## config.mk

```make
export PLATFORM = sky130hd
export DESIGN_NAME = mesh_duplicate_filter_classifier_flat
export DESIGN_NICKNAME = d
export VERILOG_FILES = /design/src/design/mdfc_pkg.sv /design/src/design/mdfc_if.sv /design/src/design/mesh_duplicate_filter_classifier.sv /design/src/flat_wrapper.sv
export SDC_FILE = /design/constraint.sdc
export NUM_CORES = 1
export LEC_CHECK = 0
export BUFFER_PORTS_ARGS = -buffer_cell sky130_fd_sc_hd__buf_2
export CAP_MARGIN = 10
export CORE_MARGIN = 4
export CORE_UTILIZATION = 50
export CTS_BUF_LIST = sky130_fd_sc_hd__clkbuf_8
export DETAILED_ROUTE_END_ITERATION = 8
export PLACE_DENSITY_LB_ADDON = 0.12
export SETUP_SLACK_MARGIN = 0.5
export SLEW_MARGIN = 20
export SYNTH_ARGS = -nofsm -noshare
export SYNTH_HDL_FRONTEND = slang
export SYNTH_SLANG_ARGS = --single-unit
export TNS_END_PERCENT = 50
```

## constraint.sdc

```tcl
create_clock -name clk_i -period 13.3 [get_ports clk_i]
set_input_delay 1.995 -clock clk_i [delete_from_list [all_inputs] [get_ports clk_i]]
set_output_delay 1.995 -clock clk_i [all_outputs]
set_load 0.02 [all_outputs]
```

## src/design/mdfc_pkg.sv

```systemverilog
package mdfc_pkg;

  // Default ring depth and the fixed field widths.
  localparam int unsigned ID_SLOTS_DEF = 16;
  localparam int unsigned ID_W         = 32;
  localparam int unsigned ADDR_W       = 32;
  localparam int unsigned BYTE_W       = 8;
  localparam int unsigned LBIT_W       = 3;
  localparam int unsigned CLASS_W      = 3;
  localparam int unsigned KIND_W       = 2;
  localparam int unsigned CFG_IDX_W    = 3;
  localparam int unsigned CFG_DATA_W   = 32;

  // Services above this code are external.
  localparam logic [BYTE_W-1:0] EXT_SERVICE_FLOOR = 8'd16;

  // Input command codes.
  localparam logic CMD_RECEIVE  = 1'b0;
  localparam logic CMD_OWN_SEND = 1'b1;

  // Packet classes.
  localparam logic [CLASS_W-1:0] CLASS_NONE      = 3'd0;
  localparam logic [CLASS_W-1:0] CLASS_TEXT      = 3'd1;
  localparam logic [CLASS_W-1:0] CLASS_COMMAND   = 3'd2;
  localparam logic [CLASS_W-1:0] CLASS_HEARTBEAT = 3'd3;
  localparam logic [CLASS_W-1:0] CLASS_EXTERNAL  = 3'd4;

  // Destination kinds.
  localparam logic [KIND_W-1:0] KIND_DIRECT    = 2'd0;
  localparam logic [KIND_W-1:0] KIND_BROADCAST = 2'd1;
  localparam logic [KIND_W-1:0] KIND_LOCAL     = 2'd2;

  // Configuration register indexes.
  localparam logic [CFG_IDX_W-1:0] REG_BCAST_ADDR = 3'd0;
  localparam logic [CFG_IDX_W-1:0] REG_OWN_ADDR   = 3'd1;
  localparam logic [CFG_IDX_W-1:0] REG_LOCAL_BIT  = 3'd2;
  localparam logic [CFG_IDX_W-1:0] REG_TEXT_SVC   = 3'd3;
  localparam logic [CFG_IDX_W-1:0] REG_CMD_SVC    = 3'd4;
  localparam logic [CFG_IDX_W-1:0] REG_HBEAT_SVC  = 3'd5;
  localparam logic [CFG_IDX_W-1:0] REG_SHOW_HBEAT = 3'd6;

  // Register reset values.
  localparam logic [ADDR_W-1:0] BCAST_ADDR_RST = 32'hFFFF_FFFF;
  localparam logic [ADDR_W-1:0] OWN_ADDR_RST   = 32'h0000_0000;
  localparam logic [LBIT_W-1:0] LOCAL_BIT_RST  = 3'd7;
  localparam logic [BYTE_W-1:0] TEXT_SVC_RST   = 8'd0;
  localparam logic [BYTE_W-1:0] CMD_SVC_RST    = 8'd1;
  localparam logic [BYTE_W-1:0] HBEAT_SVC_RST  = 8'd2;
  localparam logic              SHOW_HBEAT_RST = 1'b1;

  typedef enum logic [3:0] {
    ST_IDLE  = 4'b0001,
    ST_SCAN  = 4'b0010,
    ST_WRITE = 4'b0100,
    ST_OUT   = 4'b1000
  } state_e;

endpackage

```

## src/design/mdfc_if.sv

```systemverilog
interface mdfc_in_if;
  logic                          valid;
  logic                          ready;
  logic                          cmd;
  logic [mdfc_pkg::ID_W-1:0]     packet_id;
  logic [mdfc_pkg::ADDR_W-1:0]   dest_address;
  logic [mdfc_pkg::BYTE_W-1:0]   flag_bits;
  logic [mdfc_pkg::BYTE_W-1:0]   service_code;

  modport source (output valid, cmd, packet_id, dest_address, flag_bits, service_code,
                  input ready);
  modport sink   (input valid, cmd, packet_id, dest_address, flag_bits, service_code,
                  output ready);
endinterface

interface mdfc_out_if;
  logic                          valid;
  logic                          ready;
  logic                          duplicate;
  logic                          reflood;
  logic [mdfc_pkg::CLASS_W-1:0]  packet_class;
  logic [mdfc_pkg::KIND_W-1:0]   dest_kind;
  logic                          self_reject;

  modport source (output valid, duplicate, reflood, packet_class, dest_kind, self_reject,
                  input ready);
  modport sink   (input valid, duplicate, reflood, packet_class, dest_kind, self_reject,
                  output ready);
endinterface

interface mdfc_cfg_if;
  logic                             valid;
  logic                             ready;
  logic [mdfc_pkg::CFG_IDX_W-1:0]   index;
  logic [mdfc_pkg::CFG_DATA_W-1:0]  data;

  modport source (output valid, index, data, input ready);
  modport sink   (input valid, index, data, output ready);
endinterface

```

## src/design/mesh_duplicate_filter_classifier.sv

```systemverilog
// Received header, new identifier: the scan compares one ring slot per cycle over the
// whole ring, then a write state stores the identifier and a result state loads the result.
// A duplicate ends the scan at the matching slot and skips the write; an own-send item
// skips the scan. Input ready returns the cycle after the result loads, so the block takes
// one item at a time; the load waits while an unaccepted result holds the result register.
// Reset (asynchronous, active low) empties the ring, zeroes the write pointer and loads defaults.
module mesh_duplicate_filter_classifier #(
  parameter int unsigned ID_SLOTS = mdfc_pkg::ID_SLOTS_DEF
) (
  input  logic        clk_i,
  input  logic        rst_ni,
  mdfc_in_if.sink     in_i,
  mdfc_out_if.source  out_o,
  mdfc_cfg_if.sink    cfg_i
);
  import mdfc_pkg::*;

  localparam int unsigned AW = $clog2(ID_SLOTS);
  localparam int unsigned CW = $clog2(ID_SLOTS + 1);

  state_e state_q, state_d;

  // Configuration registers.
  logic [ADDR_W-1:0] bcast_addr_q, own_addr_q;
  logic [LBIT_W-1:0] local_bit_q;
  logic [BYTE_W-1:0] text_svc_q, cmd_svc_q, hbeat_svc_q;
  logic              show_hbeat_q;

  // Item held while in work.
  logic              cmd_q;
  logic [ID_W-1:0]   id_q;
  logic [ADDR_W-1:0] dest_q;
  logic [BYTE_W-1:0] flags_q, svc_q;
  logic              dup_q, dup_d;

  // Ring storage.
  logic [ID_W-1:0]     ring_mem [ID_SLOTS];
  logic [ID_SLOTS-1:0] slot_valid_q;
  logic [AW-1:0]       slot_q, slot_next;
  logic [CW-1:0]       scan_cnt_q, scan_cnt_d;
  logic [AW-1:0]       rd_addr;
  logic [ID_W-1:0]     rd_data_q;
  logic                rd_valid_q;
  logic                hit;
  logic                ring_we;

  // Result register.
  logic              out_valid_q;
  logic              out_dup_q, out_reflood_q, out_rej_q;
  logic [CLASS_W-1:0] out_class_q;
  logic [KIND_W-1:0]  out_kind_q;
  logic              out_free, out_load;
  logic              res_reflood, res_rej;
  logic [CLASS_W-1:0] res_class;
  logic [KIND_W-1:0]  res_kind;
  logic              is_local, is_bcast;

  logic in_xfer;

  assign in_i.ready  = (state_q == ST_IDLE);
  assign in_xfer     = in_i.valid && in_i.ready;
  assign cfg_i.ready = 1'b1;

  // Configuration writes.
  always_ff @(posedge clk_i or negedge rst_ni) begin
    if (!rst_ni) begin
      bcast_addr_q <= BCAST_ADDR_RST;
      own_addr_q   <= OWN_ADDR_RST;
      local_bit_q  <= LOCAL_BIT_RST;
      text_svc_q   <= TEXT_SVC_RST;
      cmd_svc_q    <= CMD_SVC_RST;
      hbeat_svc_q  <= HBEAT_SVC_RST;
      show_hbeat_q <= SHOW_HBEAT_RST;
    end else if (cfg_i.valid) begin
      case (cfg_i.index)
        REG_BCAST_ADDR: bcast_addr_q <= cfg_i.data;
        REG_OWN_ADDR:   own_addr_q   <= cfg_i.data;
        REG_LOCAL_BIT:  local_bit_q  <= cfg_i.data[LBIT_W-1:0];
        REG_TEXT_SVC:   text_svc_q   <= cfg_i.data[BYTE_W-1:0];
        REG_CMD_SVC:    cmd_svc_q    <= cfg_i.data[BYTE_W-1:0];
        REG_HBEAT_SVC:  hbeat_svc_q  <= cfg_i.data[BYTE_W-1:0];
        REG_SHOW_HBEAT: show_hbeat_q <= cfg_i.data[0];
        default: ;
      endcase
    end
  end

  // Item capture.
  always_ff @(posedge clk_i) begin
    if (in_xfer) begin
      cmd_q   <= in_i.cmd;
      id_q    <= in_i.packet_id;
      dest_q  <= in_i.dest_address;
      flags_q <= in_i.flag_bits;
      svc_q   <= in_i.service_code;
    end
  end

  // The scan reads one slot per cycle; the compare works on the slot read the cycle before.
  assign rd_addr = scan_cnt_q[AW-1:0];
  assign hit     = (scan_cnt_q != '0) &&
                   ((rd_valid_q ? rd_data_q : '0) == id_q);

  // The pointer advances before the write, so the first write lands in slot 1.
  assign slot_next = (slot_q == AW'(ID_SLOTS - 1)) ? '0 : slot_q + 1'b1;
  assign ring_we   = (state_q == ST_WRITE);

  always_ff @(posedge clk_i) begin
    if (ring_we) begin
      ring_mem[slot_next] <= id_q;
    end
    rd_data_q  <= ring_mem[rd_addr];
    rd_valid_q <= slot_valid_q[rd_addr];
  end

  always_ff @(posedge clk_i or negedge rst_ni) begin
    if (!rst_ni) begin
      slot_valid_q <= '0;
      slot_q       <= '0;
    end else if (ring_we) begin
      slot_valid_q[slot_next] <= 1'b1;
      slot_q                  <= slot_next;
    end
  end

  // Sequencer.
  always_comb begin
    state_d    = state_q;
    scan_cnt_d = scan_cnt_q;
    dup_d      = dup_q;
    case (state_q)
      ST_IDLE: begin
        scan_cnt_d = '0;
        dup_d      = 1'b0;
        if (in_xfer) begin
          state_d = (in_i.cmd == CMD_OWN_SEND) ? ST_WRITE : ST_SCAN;
        end
      end
      ST_SCAN: begin
        if (hit) begin
          dup_d   = 1'b1;
          state_d = ST_OUT;
        end else if (scan_cnt_q == CW'(ID_SLOTS)) begin
          state_d = ST_WRITE;
        end else begin
          scan_cnt_d = scan_cnt_q + 1'b1;
        end
      end
      ST_WRITE: begin
        state_d = ST_OUT;
      end
      ST_OUT: begin
        if (out_free) begin
          state_d = ST_IDLE;
        end
      end
      default: begin
        state_d = ST_IDLE;
      end
    endcase
  end

  always_ff @(posedge clk_i or negedge rst_ni) begin
    if (!rst_ni) begin
      state_q    <= ST_IDLE;
      scan_cnt_q <= '0;
      dup_q      <= 1'b0;
    end else begin
      state_q    <= state_d;
      scan_cnt_q <= scan_cnt_d;
      dup_q      <= dup_d;
    end
  end

  // Result fields from the held item.
  assign is_local = flags_q[local_bit_q];
  assign is_bcast = (dest_q == bcast_addr_q);

  always_comb begin
    res_reflood = 1'b0;
    res_class   = CLASS_NONE;
    res_kind    = KIND_DIRECT;
    res_rej     = 1'b0;
    if (cmd_q == CMD_OWN_SEND) begin
      res_rej = (dest_q == own_addr_q);
    end else if (!dup_q) begin
      res_reflood = is_bcast && !is_local;
      if (is_bcast) begin
        res_kind = is_local ? KIND_LOCAL : KIND_BROADCAST;
      end
      if (svc_q == text_svc_q) begin
        res_class = CLASS_TEXT;
      end else if (svc_q == cmd_svc_q) begin
        res_class = CLASS_COMMAND;
      end else if (svc_q == hbeat_svc_q && show_hbeat_q) begin
        res_class = CLASS_HEARTBEAT;
      end else if (svc_q > EXT_SERVICE_FLOOR) begin
        res_class = CLASS_EXTERNAL;
      end
    end
  end

  assign out_free = !out_valid_q || out_o.ready;
  assign out_load = (state_q == ST_OUT) && out_free;

  always_ff @(posedge clk_i or negedge rst_ni) begin
    if (!rst_ni) begin
      out_valid_q <= 1'b0;
    end else if (out_load) begin
      out_valid_q <= 1'b1;
    end else if (out_o.ready) begin
      out_valid_q <= 1'b0;
    end
  end

  always_ff @(posedge clk_i) begin
    if (out_load) begin
      out_dup_q     <= dup_q;
      out_reflood_q <= res_reflood;
      out_class_q   <= res_class;
      out_kind_q    <= res_kind;
      out_rej_q     <= res_rej;
    end
  end

  assign out_o.valid        = out_valid_q;
  assign out_o.duplicate    = out_dup_q;
  assign out_o.reflood      = out_reflood_q;
  assign out_o.packet_class = out_class_q;
  assign out_o.dest_kind    = out_kind_q;
  assign out_o.self_reject  = out_rej_q;

endmodule

```

## src/flat_wrapper.sv

```systemverilog
// flat-port wrapper written by rule: the top's interface ports become plain ports
module mesh_duplicate_filter_classifier_flat import mdfc_pkg::*;
#(
  parameter int unsigned ID_SLOTS = mdfc_pkg::ID_SLOTS_DEF
)
  (clk_i, rst_ni, in_i_valid, in_i_cmd, in_i_packet_id, in_i_dest_address, in_i_flag_bits, in_i_service_code, in_i_ready, out_o_valid, out_o_duplicate, out_o_reflood, out_o_packet_class, out_o_dest_kind, out_o_self_reject, out_o_ready, cfg_i_valid, cfg_i_index, cfg_i_data, cfg_i_ready);
  mdfc_in_if in_i_i ();
  mdfc_out_if out_o_i ();
  mdfc_cfg_if cfg_i_i ();
  input  logic clk_i;
  input  logic rst_ni;
  input wire logic [$bits(in_i_i.valid)-1:0] in_i_valid;
  input wire logic [$bits(in_i_i.cmd)-1:0] in_i_cmd;
  input wire logic [$bits(in_i_i.packet_id)-1:0] in_i_packet_id;
  input wire logic [$bits(in_i_i.dest_address)-1:0] in_i_dest_address;
  input wire logic [$bits(in_i_i.flag_bits)-1:0] in_i_flag_bits;
  input wire logic [$bits(in_i_i.service_code)-1:0] in_i_service_code;
  output wire logic [$bits(in_i_i.ready)-1:0] in_i_ready;
  output wire logic [$bits(out_o_i.valid)-1:0] out_o_valid;
  output wire logic [$bits(out_o_i.duplicate)-1:0] out_o_duplicate;
  output wire logic [$bits(out_o_i.reflood)-1:0] out_o_reflood;
  output wire logic [$bits(out_o_i.packet_class)-1:0] out_o_packet_class;
  output wire logic [$bits(out_o_i.dest_kind)-1:0] out_o_dest_kind;
  output wire logic [$bits(out_o_i.self_reject)-1:0] out_o_self_reject;
  input wire logic [$bits(out_o_i.ready)-1:0] out_o_ready;
  input wire logic [$bits(cfg_i_i.valid)-1:0] cfg_i_valid;
  input wire logic [$bits(cfg_i_i.index)-1:0] cfg_i_index;
  input wire logic [$bits(cfg_i_i.data)-1:0] cfg_i_data;
  output wire logic [$bits(cfg_i_i.ready)-1:0] cfg_i_ready;
  assign in_i_i.valid = in_i_valid;
  assign in_i_i.cmd = in_i_cmd;
  assign in_i_i.packet_id = in_i_packet_id;
  assign in_i_i.dest_address = in_i_dest_address;
  assign in_i_i.flag_bits = in_i_flag_bits;
  assign in_i_i.service_code = in_i_service_code;
  assign in_i_ready = in_i_i.ready;
  assign out_o_valid = out_o_i.valid;
  assign out_o_duplicate = out_o_i.duplicate;
  assign out_o_reflood = out_o_i.reflood;
  assign out_o_packet_class = out_o_i.packet_class;
  assign out_o_dest_kind = out_o_i.dest_kind;
  assign out_o_self_reject = out_o_i.self_reject;
  assign out_o_i.ready = out_o_ready;
  assign cfg_i_i.valid = cfg_i_valid;
  assign cfg_i_i.index = cfg_i_index;
  assign cfg_i_i.data = cfg_i_data;
  assign cfg_i_ready = cfg_i_i.ready;
  mesh_duplicate_filter_classifier #(.ID_SLOTS(ID_SLOTS)) u_core (.clk_i(clk_i), .rst_ni(rst_ni), .in_i(in_i_i), .out_o(out_o_i), .cfg_i(cfg_i_i));
endmodule
```

==> key figures, run 1 <==
Place
  • IO Port Bufs: 130
  • DPL Wire Length: about 35 mm
  • GP Congestion: 0.744
  • Placed Cells: 2322
  • Post-DP Area: about 0.031 sq mm

Die
  • Rows: between 80 and 90
  • Num ports: approximately 130
  • Area of the die: 0.0628 sq mm
  • Initial Utilization: 50.7%
  • Core area: 0.0580 sq mm
  • Die width: between 200 and 300 um
  • Chip height: 251 um

STA
  • Minimum clock period: 4250 ps
  • Max Freq: around 0.24 GHz
  • RSZ-0062 raised after global routing: no
  • Final count of pins violating max slew: 0
  • Setup TNS: 0 ps
  • Worst-Margin Slew: around 1100 ps
  • Period utilization: 31.9%
  • Max_slew headroom: 29.4%
  • Endpoints failing hold: 0
  • Skew final: between 20 and 25 ps
  • Final setup fails: 0

Route
  • Drt total wl: 65.4 mm
  • Per-cell routed wire length: 25.7 um
  • DRC: 0
  • Starting DRT DRC Count: 1009
  • Drt first pass iters: 5
  • DR vias: roughly 15000
  • Post-route ant nets: 0
  • Via density: ~5.7

Cells and area
  • # nets final: 1807
  • Fillcell total: 4355
  • Area occupied by multi-input gates: 0.00744 sq mm
  • Final Instance Area: ~0.034 sq mm
  • Share of layout cells above drive strength 1: 37.6%
  • Reg area: 0.0218 sq mm
  • Synth-to-Final Area Change: 14.1%
  • Final Non-Filler Cells: 2547
  • Util after Layout: 57.9%

Min path
  • HP Class: flop to flop

Clock network
  • CTS max path bufs: 3
  • Post-CTS Setup Inserts: 0
  • Clock Latency Late Sink: 700 ps
  • Cts bufs inserted: 120
  • CTS tree: yes
  • Hold Buf Count CTS: 0
  • Clock transition at path regs: 60 ps
  • # resized after CTS: 0
  • CTS H-tree depth: 3
  • Clock Tree Root: clkbuf_8
  • Sink Count: 757

Worst setup path
  • CP Launch Type: flop
  • Crit path max fanout: 9
  • Critical path origin: u_core.state_q[0]
  • Critical Path RT: 11310 ps
  • CP Capture Type: primary output
  • FF-to-FF Start: u_core.scan_cnt_q[0]
  • Reg2Reg Setup Slack: 9830 ps
  • Worst EP arrival: approximately 2300 ps
  • Crit Path Class: flop to primary output
  • R2r endpoint: u_core.rd_data_q[0]
  • Crit path to: in_i_ready
  • Reg2Reg Depth: 4

Synth
  • Xor and xnor fraction of the mapped netlist area: 3.04%
  • Synth Flop Type: edfxtp_1
  • Multiplexer area fraction after synthesis: between 15 and 20%
  • Net count after synthesis: 1581
  • Simple-gate portion of the synthesized area: 3.32%
  • Compound-Gate Fraction of Synth Area: 1.81%
  • Register area share after synthesis: around three quarters
  • Post-synth EDFFs: 601
  • Gate Count Post-Synth: ~1500
  • Main combinational cell family by area after synthesis: multiplexers
  • Post-Syn Area: 0.0294 sq mm
  • Adder-cell share of the synthesized area: 0.298%
  • Avg Inst Size Synth: about 20 sq um
  • Seq cells post-synth: 757
  • Async SR Flop Fraction: between 10% and 20%
  • Cell variety after synth: 55
  • Synthesis Warnings: 0

Power
  • Pwr Density: approximately 170 mW/mm^2
  • Sw Share: 25.5%
  • Gate power share: 13.2%
  • Internal Power: 4.28 mW
  • Clock network power share: 33.3%
  • Sequential fraction of design power: 53.5%
  • Leakage power: 11.2 nW
  • VDD IR max: 0.132 mV
  • Switching pwr: 1.46 mW

GRT
  • GR Overflow Total: 0
  • Total GRT Usage: 21.1%
  • First-pass GRT wire length: 98.9 mm
  • Most Crowded Layer GR: met2
  • Initial antenna violation count: 5
  • Vias in the first global route: 15800
  • Met3 GRT Util: approximately 4.5%
  • GR Layer Usage met1: 29.2%
  • M2 GR Usage: 34.7%
  • Pin count of the biggest net entering global routing: 74

Job
  • Max-Cap Viols: 0

Run status
  • Status: complete, no violations
==> cell families after synthesis <==
family                   after synthesis
buffers and inverters                 72
multiplexers                         260
AND/OR/NAND/NOR                      176
other                                  1
XOR/XNOR                             102
flip-flops                           757
adder cells (fa/ha/maj)                7
AO/OA/AOI/OAI                         78
==> synthesized netlist by cell type, types with 7 or more instances <==
master | n | area (sq um)
edfxtp_1 | 601 | 18000
mux4_2 | 167 | 3760
mux2_2 | 92 | 1040
dfrtp_1 | 84 | 2100
xnor2_1 | 76 | 666
clkbuf_1 | 41 | 154
dfstp_2 | 39 | 1020
nor2_1 | 36 | 135
dfxtp_1 | 33 | 661
xor2_1 | 26 | 228
nand2_1 | 22 | 82.6
nand3_1 | 18 | 90.1
or2_2 | 18 | 113
nand4_1 | 17 | 106
inv_1 | 16 | 60.1
nor3_1 | 16 | 80.1
o22ai_1 | 16 | 100
nand4b_1 | 13 | 114
buf_1 | 11 | 41.3
nor4_1 | 10 | 62.6
o21a_1 | 10 | 75.1
a31oi_1 | 9 | 56.3
a21oi_1 | 8 | 40.0
o21ai_0 | 8 | 40.0
ha_1 | 7 | 87.6
==> worst max-delay path, cell delays in order, from the launching register on <==
cell and delay (ps):
dfstp_2 580, nand2b_1 90, or3_1 500, inv_1 170
buf_2 210
==> placed cells by master, fill, tap and decap left out, types with 7 or more instances in the layout <==
master | netlist | layout
mux2_2 | 92 | 92
edfxtp_1 | 601 | 601
dfrtp_1 | 84 | 80
o21a_1 | 10 | 10
o22ai_1 | 16 | 16
nor2_1 | 36 | 19
nand4b_1 | 13 | 13
clkinv_1 | 0 | 12
dfstp_2 | 39 | 39
xor2_1 | 26 | 26
clkinv_2 | 0 | 15
a21oi_1 | 8 | 8
mux4_2 | 167 | 167
buf_2 | 1 | 129
nand4_1 | 17 | 17
nor3_1 | 16 | 15
or2_2 | 18 | 18
nor2_4 | 0 | 17
inv_1 | 16 | 59
xnor2_1 | 76 | 76
dfxtp_1 | 33 | 33
clkbuf_8 | 0 | 150
a31oi_1 | 9 | 9
o21ai_0 | 8 | 8
nor4_1 | 10 | 10
nand2_1 | 22 | 22
buf_4 | 1 | 31
ha_1 | 7 | 7
nand3_1 | 18 | 18
==> state kept, by name, indices dropped and copies added, names as in the netlist, 16 cells and up <==
name                 count
u_core.bcast_addr_q     32
u_core.dest_q           32
u_core.id_q             32
u_core.own_addr_q       32
u_core.rd_data_q        32
u_core.ring_mem        512
u_core.slot_valid_q     16
==> power by group through the flow <==
stage	clock [mW]	combinational [mW]	sequential (mW)
after detailed placement	0	0.777	3.12
final	1.91	0.760	3.07
after global routing	2.08	0.836	3.10
after CTS	1.96	0.779	3.07
after floorplan	0	0.596	3.03
after global placement	0	0.769	3.10
==> through the flow <==
step | setup WS [ps] | total power [mW] | hold WS (ps)
2_1_floorplan | 7300 | 3.63 | 434
3_3_place_gp | 9130 | 3.87 | 445
3_5_place_dp | 9060 | 3.89 | 447
4_1_cts | 8980 | 5.81 | 461
5_1_grt | 8890 | 6.02 | 475
6_report | 9050 | 5.74 | 462
==> cell type report <==
| type | count | area share [%] |
|---|---|---|
| antenna | 1 | 0.00745 |
| sequential | 757 | 65.0 |
| inverter | 16 | 0.179 |
| tap | 765 | 2.85 |
| clock buffer | 150 | 6.15 |
| multi-input combinational | 624 | 22.2 |
| timing repair buffer | 160 | 2.62 |
| clock inverter | 74 | 0.995 |
==> how the worst min path moves through the flow <==
stage	from	cells past startpoint	slack, ps	to
after floorplan	u_core.slot_valid_q[10]	1	430	u_core.slot_valid_q[10]
after global placement	u_core.slot_valid_q[2]	1	440	u_core.slot_valid_q[2]
after detailed placement	u_core.slot_valid_q[14]	1	450	u_core.slot_valid_q[14]
after CTS	u_core.slot_valid_q[14]	1	460	u_core.slot_valid_q[14]
after global routing	u_core.slot_valid_q[5]	1	470	u_core.slot_valid_q[5]
final	u_core.slot_valid_q[14]	1	460	u_core.slot_valid_q[14]
==> per-layer routing <==
layer | vias up | share of wire, %
met2 | 409 | 50
met1 | 7740 | 43
met5 | - | 0.052
li1 | 6368 | -
met4 | 6 | 1.9
met3 | 98 | 5.4
(Power assumes the default switching activity.)
==> run 2: changes to the inputs <==
==> constraint.sdc (replaced) <==
create_clock -name clk_i -period 4.35 [get_ports clk_i]
set_input_delay 0.6525 -clock clk_i [delete_from_list [all_inputs] [get_ports clk_i]]
set_output_delay 0.6525 -clock clk_i [all_outputs]
set_load 0.02 [all_outputs]
==> key figures, run 2 (synthesized netlist as in run 1, its figures left out) <==
Clock network
  • Post-CTS Setup Inserts: 0 (unchanged)
  • Clock Latency Late Sink: 710 ps (was 700 ps)
  • Hold Buf Count CTS: 0 (unchanged)
  • # resized after CTS: 0 (unchanged)
  • Sink Count: 757 (unchanged)
  • Clock Tree Root: clkbuf_8 (unchanged)
  • CTS H-tree depth: 3 (unchanged)
  • CTS max path bufs: 3 (unchanged)
  • CTS tree: yes (unchanged)
  • Cts bufs inserted: 119 (was 120)
  • Clock transition at path regs: 60 ps (about the same)

Worst setup path
  • CP Launch Type: flop (unchanged)
  • Slowest cell delay on critical path: 850 ps (was 580 ps)
  • Critical Path RT: 4710 ps (was 11310 ps)
  • Slowest-stage cell, CP: nor2_4 (was dfstp_2)
  • Worst EP arrival: 3310 ps (was 2250 ps)
  • Top delay family on crit path: simple AND/OR/NAND/NOR gates (unchanged)
  • Crit path max fanout: 19 (was 9)
  • CP Capture Type: flop (was primary output)
  • Worst-path cell chain: ha_1 > inv_1 > nor3_1 > a31oi_1 > nor2_4 > buf_4 (was nand2b_1 > or3_1 > inv_1 > buf_2)
  • Crit Path Class: flop to flop (was flop to primary output)
  • WP buf/inv: 2 (unchanged)

GRT
  • Pin count of the biggest net entering global routing: 137 (was 74)
  • Vias in the first global route: 15900 (was 15800)
  • Total GRT Usage: 21.6% (was 21.1%)
  • First-pass GRT wire length: 101 mm (was 98.9 mm)
  • GR Overflow Total: 0 (unchanged)
  • M2 GR Usage: 35.5% (was 34.7%)
  • Met3 GRT Util: 4.60% (was 4.45%)
  • Most Crowded Layer GR: met2 (unchanged)
  • GR Layer Usage met1: 30.1% (was 29.2%)
  • Initial antenna violation count: 6 (was 5)

Route
  • Drt total wl: 67.2 mm (was 65.4 mm)
  • Starting DRT DRC Count: 1092 (was 1009)
  • Post-route ant nets: 0 (unchanged)
  • DR vias: 14800 (was 14600)
  • Via density: 5.78 (was 5.74)
  • Drt first pass iters: 5 (unchanged)
  • DRC: 0 (unchanged)
  • Per-cell routed wire length: 26.3 um (was 25.7 um)

Place
  • Placed Cells: 2329 (was 2322)
  • Place WS: 1380 ps (was 9060 ps)
  • DPL Wire Length: 38.8 mm (was 35.2 mm)
  • Post-DP Area: 0.0313 sq mm (was 0.0312 sq mm)
  • IO Port Bufs: 130 (unchanged)
  • GP Congestion: 0.794 (was 0.744)

STA
  • Worst-Margin Slew: 1100 ps (was 1060 ps)
  • Skew final: 26.9 ps (was 22.2 ps)
  • Endpoints failing hold: 0 (unchanged)
  • Final count of pins violating max slew: 0 (unchanged)
  • Period utilization: around two thirds
  • RSZ-0062 raised after global routing: no (unchanged)
  • Final setup fails: 0 (unchanged)
  • Max Freq: around 0.34 GHz
  • Setup ws final: 1400 ps (was 9050 ps)
  • Max_slew headroom: 26.6% (was 29.4%)
  • Minimum clock period: between 2000 and 3000 ps
  • Setup TNS: 0 ps (unchanged)

Cells and area
  • Most common cell after layout, fill and taps aside: edfxtp_1 (unchanged)
  • Util after Layout: 57.8% (was 57.9%)
  • Fillcell total: 4315 (was 4355)
  • Share of layout cells above drive strength 1: 36.9% (was 37.6%)
  • Top reg by flops: u_core.ring_mem (unchanged)
  • Most frequent cells in the layout: edfxtp_1 (601), mux4_2 (167), clkbuf_8 (133) (was edfxtp_1 (601), mux4_2 (167), clkbuf_8 (150))
  • # nets final: 1813 (was 1807)
  • Largest register FFs: 512 (unchanged)
  • Synth-to-Final Area Change: 14.0% (was 14.1%)
  • Final Non-Filler Cells: 2557 (was 2547)
  • Final Instance Area: 0.0335 sq mm (was 0.0336 sq mm)

Power
  • Pwr Density: 519 mW/mm^2 (was 171 mW/mm^2)
  • Leakage power: 11.3 nW (was 11.2 nW)
  • VDD IR max: 0.299 mV (was 0.132 mV)

Min path
  • HP Class: input pin to asynchronous set/reset pin (was flop to flop)

Die
  • Initial Utilization: 50.7% (unchanged)
  • Core area: 0.0580 sq mm (unchanged)
  • Rows: 88 (unchanged)
  • Num ports: 132 (unchanged)
  • Die width: 251 um (unchanged)
  • Chip height: 251 um (unchanged)
  • Area of the die: 0.0628 sq mm (unchanged)

Job
  • Max-Cap Viols: 0 (unchanged)

Run status
  • Status: complete, no violations (unchanged)
run 2: final timing paths:
kind | start | endpoint | slack (ps) | cells after the start
max reg2reg | u_core.slot_q[1] | u_core.ring_mem[11][29] | 1400 | 6
max | u_core.slot_q[1] | u_core.ring_mem[11][29] | 1400 | 6
min in group clk_i | in_i_packet_id[26] | u_core.id_q[26] | 120 | 1
max in group asynchronous | rst_ni | u_core.local_bit_q[1] | 3260 | 2
min reg2reg | u_core.slot_valid_q[14] | u_core.slot_valid_q[14] | 460 | 1
min | rst_ni | u_core.own_addr_q[17] | 70 | 1
run 2: layout make-up:
type                            instances  area [sq um]  share of cell area (%)
Clock buffer                          133          1830                    5.46
Clock inverter                         94           410                    1.22
Tap cell                              765           957                    2.85
Antenna cell                            1          2.50                 0.00746
Multi-Input combinational cell        624          7440                    22.2
Timing Repair Buffer                  167           988                    2.95
Inverter                               16          60.1                   0.179
Sequential cell                       757         21800                    65.1
run 2: routing by layer:
layer | vias up | wire [um]
met2 | 470 | 33300
met5 | - | 71
met3 | 103 | 3920
met1 | 7818 | 28700
li1 | 6383 | -
met4 | 10 | 1170
run 2: stage by stage:
step / power, mW / hold slack, ps
floorplan: 11.1 / 357
global placement: 12.0 / 444
detailed placement: 12.0 / 449
CTS: 17.6 / 50.5
global route: 18.2 / 62.5
finish: 17.4 / 74.7
run 2: power breakdown:
part / switching [mW] / leakage (nW) / internal, mW
Combinational: 1.12 / 2.71 / 1.28
Sequential: 0.750 / 7.18 / 8.71
Clock: 2.70 / 1.36 / 2.85
Total: 4.57 / 11.3 / 12.8
==> run 3: changes to the inputs <==
--- a/config.mk
+++ b/config.mk
@@ -5,6 +5,7 @@
 export SDC_FILE = /design/constraint.sdc
 export NUM_CORES = 1
 export LEC_CHECK = 0
+export ABC_AREA = 1
 export BUFFER_PORTS_ARGS = -buffer_cell sky130_fd_sc_hd__buf_2
 export CAP_MARGIN = 10
 export CORE_MARGIN = 4
==> constraint.sdc (replaced) <==
create_clock -name clk_i -period 2.9 [get_ports clk_i]
set_input_delay 0.435 -clock clk_i [delete_from_list [all_inputs] [get_ports clk_i]]
set_output_delay 0.435 -clock clk_i [all_outputs]
set_load 0.02 [all_outputs]
==> key figures, run 3 <==
Synth
  • Yosys top cell by area: edfxtp_1 (unchanged)
  • Post-synth EDFFs: 601 (unchanged)
  • Compound-Gate Fraction of Synth Area: 11.6% (was 1.81%)
  • Gate Count Post-Synth: 2371 (was 1453)
  • Post-synth top cells: edfxtp_1 (601), o21ai_0 (383), nor2_1 (324) (was edfxtp_1 (601), mux4_2 (167), mux2_2 (92))
  • Xor and xnor fraction of the mapped netlist area: 2.19% (was 3.04%)
  • Adder-cell share of the synthesized area: 0.292% (was 0.298%)
  • Register area share after synthesis: 72.9% (was 74.2%)
  • Main combinational cell family by area after synthesis: compound AO/OA/AOI/OAI gates (was multiplexers)
  • Net count after synthesis: 2499 (was 1581)
  • Cell variety after synth: 44 (was 55)
  • Simple-gate portion of the synthesized area: 9.64% (was 3.32%)
  • Synth top area cells: edfxtp_1 (60%), dfrtp_1 (7.0%), o21ai_0 (6.4%), nor2_1 (4.1%), dfstp_2 (3.4%) (was edfxtp_1 (61%), mux4_2 (13%), dfrtp_1 (7.1%), mux2_2 (3.5%), dfstp_2 (3.5%))
  • Seq cells post-synth: 757 (unchanged)
  • Post-Syn Area: 0.0300 sq mm (was 0.0294 sq mm)
  • Synth top area share: 60.3% (was 61.3%)
  • Multiplexer area fraction after synthesis: 0% (was 16.3%)
  • Avg Inst Size Synth: 12.6 sq um (was 20.3 sq um)
  • Synthesis Warnings: 0 (unchanged)
  • Async SR Flop Fraction: 16.2% (unchanged)
  • Synth Flop Type: edfxtp_1 (unchanged)
  • Most frequent cell after synthesis: edfxtp_1 (unchanged)

Cells and area
  • Largest register FFs: 512 (unchanged)
  • Most common cell after layout, fill and taps aside: edfxtp_1 (unchanged)
  • Fillcell total: 4632 (was 4315)
  • Share of layout cells above drive strength 1: 16.8% (was 36.9%)
  • # nets final: 2814 (was 1813)
  • Most frequent cells in the layout: edfxtp_1 (601), o21ai_0 (382), nor2_1 (307) (was edfxtp_1 (601), mux4_2 (167), clkbuf_8 (133))
  • Synth-to-Final Area Change: 18.2% (was 14.0%)
  • Top reg by flops: u_core.ring_mem (unchanged)

STA
  • RSZ-0062 raised after global routing: no (unchanged)
  • Max_slew headroom: 37.3% (was 26.6%)
  • Skew final: 28.0 ps (was 26.9 ps)
  • Setup TNS: 0 ps (unchanged)
  • Max Freq: around 0.44 GHz
  • Final count of pins violating max slew: 0 (unchanged)
  • Worst-Margin Slew: 940 ps (was 1100 ps)
  • Endpoints failing hold: 0 (unchanged)
  • Final setup fails: 0 (unchanged)
  • Minimum clock period: 2260 ps
  • Period utilization: 77.8%

Route
  • Post-route ant nets: 0 (unchanged)
  • DR vias: 19800 (was 14800)
  • Drt total wl: 75.0 mm (was 67.2 mm)
  • Via density: 5.55 (was 5.78)
  • Drt first pass iters: 6 (was 5)
  • DRC: 0 (unchanged)
  • Per-cell routed wire length: 21.0 um (was 26.3 um)
  • Starting DRT DRC Count: 1638 (was 1092)

GRT
  • Total GRT Usage: 23.5% (was 21.6%)
  • Vias in the first global route: 20000 (was 15900)
  • GR Overflow Total: 0 (unchanged)
  • First-pass GRT wire length: 115 mm (was 101 mm)
  • Initial antenna violation count: 2 (was 6)
  • Pin count of the biggest net entering global routing: 172 (was 137)

Die
  • Area of the die: 0.0639 sq mm (was 0.0628 sq mm)
  • Initial Utilization: 50.7% (about the same)
  • Rows: 89 (was 88)
  • Chip height: 253 um (was 251 um)
  • Num ports: 132 (unchanged)
  • Die width: 253 um (was 251 um)
  • Core area: 0.0591 sq mm (was 0.0580 sq mm)

Power
  • Switching pwr: 8.35 mW (was 4.57 mW)
  • Sequential fraction of design power: 49.9% (was 54.3%)
  • Leakage power: 13.0 nW (was 11.3 nW)
  • VDD IR max: 0.580 mV (was 0.299 mV)
  • Clock network power share: 30.7% (was 31.9%)
  • Gate power share: 19.3% (was 13.8%)
  • Sw Share: 30.1% (was 26.2%)
  • Internal Power: 19.4 mW (was 12.8 mW)
  • Pwr Density: 784 mW/mm^2 (was 519 mW/mm^2)
  • Final total power: 27.7 mW (was 17.4 mW)

Place
  • GP Congestion: 0.831 (was 0.794)
  • IO Port Bufs: 130 (unchanged)
  • DPL Wire Length: 44.2 mm (was 38.8 mm)

Worst setup path
  • Critical path origin: u_core.state_q[3] (was u_core.slot_q[1])
  • Worst EP arrival: 1820 ps (was 3310 ps)
  • Worst-path cell chain: nor2_1 > inv_1 > nor3_4 > buf_2 (was ha_1 > inv_1 > nor3_1 > a31oi_1 > nor2_4 > buf_4)
  • CP Capture Type: primary output (was flop)
  • Slowest-stage cell, CP: dfrtp_1 (was nor2_4)
  • CP Launch Type: flop (unchanged)
  • Crit Path Class: flop to primary output (was flop to flop)
  • Critical Path RT: 2470 ps (was 4710 ps)
  • Slowest cell delay on critical path: 400 ps (was 850 ps)
  • FF-to-FF Start: u_core.slot_q[0] (was u_core.slot_q[1])
  • Crit path max fanout: 5 (was 19)

Clock network
  • Sink Count: 757 (unchanged)
  • Cts bufs inserted: 119 (unchanged)
  • CTS tree: yes (unchanged)
  • Clock transition at path regs: 60 ps (about the same)
  • Clock Tree Root: clkbuf_8 (unchanged)
  • CTS H-tree depth: 3 (unchanged)
  • Clock Latency Late Sink: 700 ps (was 710 ps)
  • CTS max path bufs: 3 (unchanged)

Run status
  • Status: complete, no violations (unchanged)

Min path
  • HP Class: input pin to flop (was input pin to asynchronous set/reset pin)
  • Hold path start: cfg_i_index[2]

Job
  • Max-Cap Viols: 0 (unchanged)
run 3: changes by cell type after synthesis, moves of 36 or more:
cell,before,now
inv_1,16,112
o21ai_0,8,383
clkbuf_1,41,90
o221ai_1,2,92
nor2_1,36,324
nand3_1,18,66
mux4_2,167,0
nand2_1,22,250
mux2_2,92,0
o211ai_1,3,39
run 3: per-layer routing:
| layer | part of all wire, % | GRT usage (%) | vias to the layer above |
|---|---|---|---|
| met4 | 2.5 | 7.71 | 2 |
| met5 | 0.021 | 0 | - |
| li1 | - | - | 9235 |
| met2 | 46 | 36.6 | 672 |
| met3 | 7.1 | 4.73 | 127 |
| met1 | 45 | 33.6 | 9758 |
run 3: area by class of cell:
cell class,instances,area [sq um],share of cell area [%]
diodes,1,2.50,0.00707
inverters,114,434,1.23
clock buffers,133,1830,5.17
flip-flops and latches,757,21800,61.7
clock inverters,93,458,1.29
multi-input cells,1368,7270,20.5
repair buffers,326,2590,7.32
well taps,773,967,2.73
run 3: worst paths after layout:
path / endpoint / slack, ps / depth (start not counted)
max: in_i_ready / 640 / 4
min: u_core.show_hbeat_q / 90 / 4
max reg2reg: u_core.ring_mem[13][21] / 640 / 9
min reg2reg: u_core.slot_valid_q[6] / 460 / 2
max in group asynchronous: u_core.bcast_addr_q[16] / 1740 / 3
min in group asynchronous: u_core.cmd_svc_q[1] / 380 / 2
run 3: power by group through the flow:
stage | Combinational, mW | Clock, mW | Sequential, mW
after global routing | 6.00 | 9.22 | 14.0
after floorplan | 3.29 | 0 | 14.0
after CTS | 5.37 | 8.73 | 13.8
final | 5.36 | 8.53 | 13.9
after detailed placement | 5.24 | 0 | 14.1
after global placement | 5.11 | 0 | 14.0
run 3: worst max-delay path, delay by kind of cell (launching register included):
kind	cells	cell delay [ps]
simple gates	2	400
buf+inv	2	320
flops	1	400
run 3: cells by family after synthesis:
group	Yosys count
other	1
buffers and inverters	246
XOR/XNOR	75
AO/OA/AOI/OAI	586
AND/OR/NAND/NOR	699
adder cells (fa/ha/maj)	7
flip-flops	757
run 3: per-stage QoR:
stage / worst slack, ps / hold slack [ps] / cell area (sq um) / cells / util [%]
finish: 643 / 92.1 / 35400 / 3565 / 59.9
global placement: 410 / 443 / 32000 / 3229 / 54.1
global route: 512 / 57.8 / 35400 / 3565 / 59.9
CTS: 427 / 15.5 / 35400 / 3564 / 59.8
floorplan: 221 / 139 / 30000 / 2371 / -
detailed placement: 433 / 445 / 32000 / 3229 / 54.1
run 3: repair_timing:
item                       in CTS  in global routing
pin swaps                       1                  0
resized for setup               1                  8
setup buffers                   1                  0
hold endpoints to repair      173                  0
hold buffers                  108                  0
setup endpoints to repair     134                509
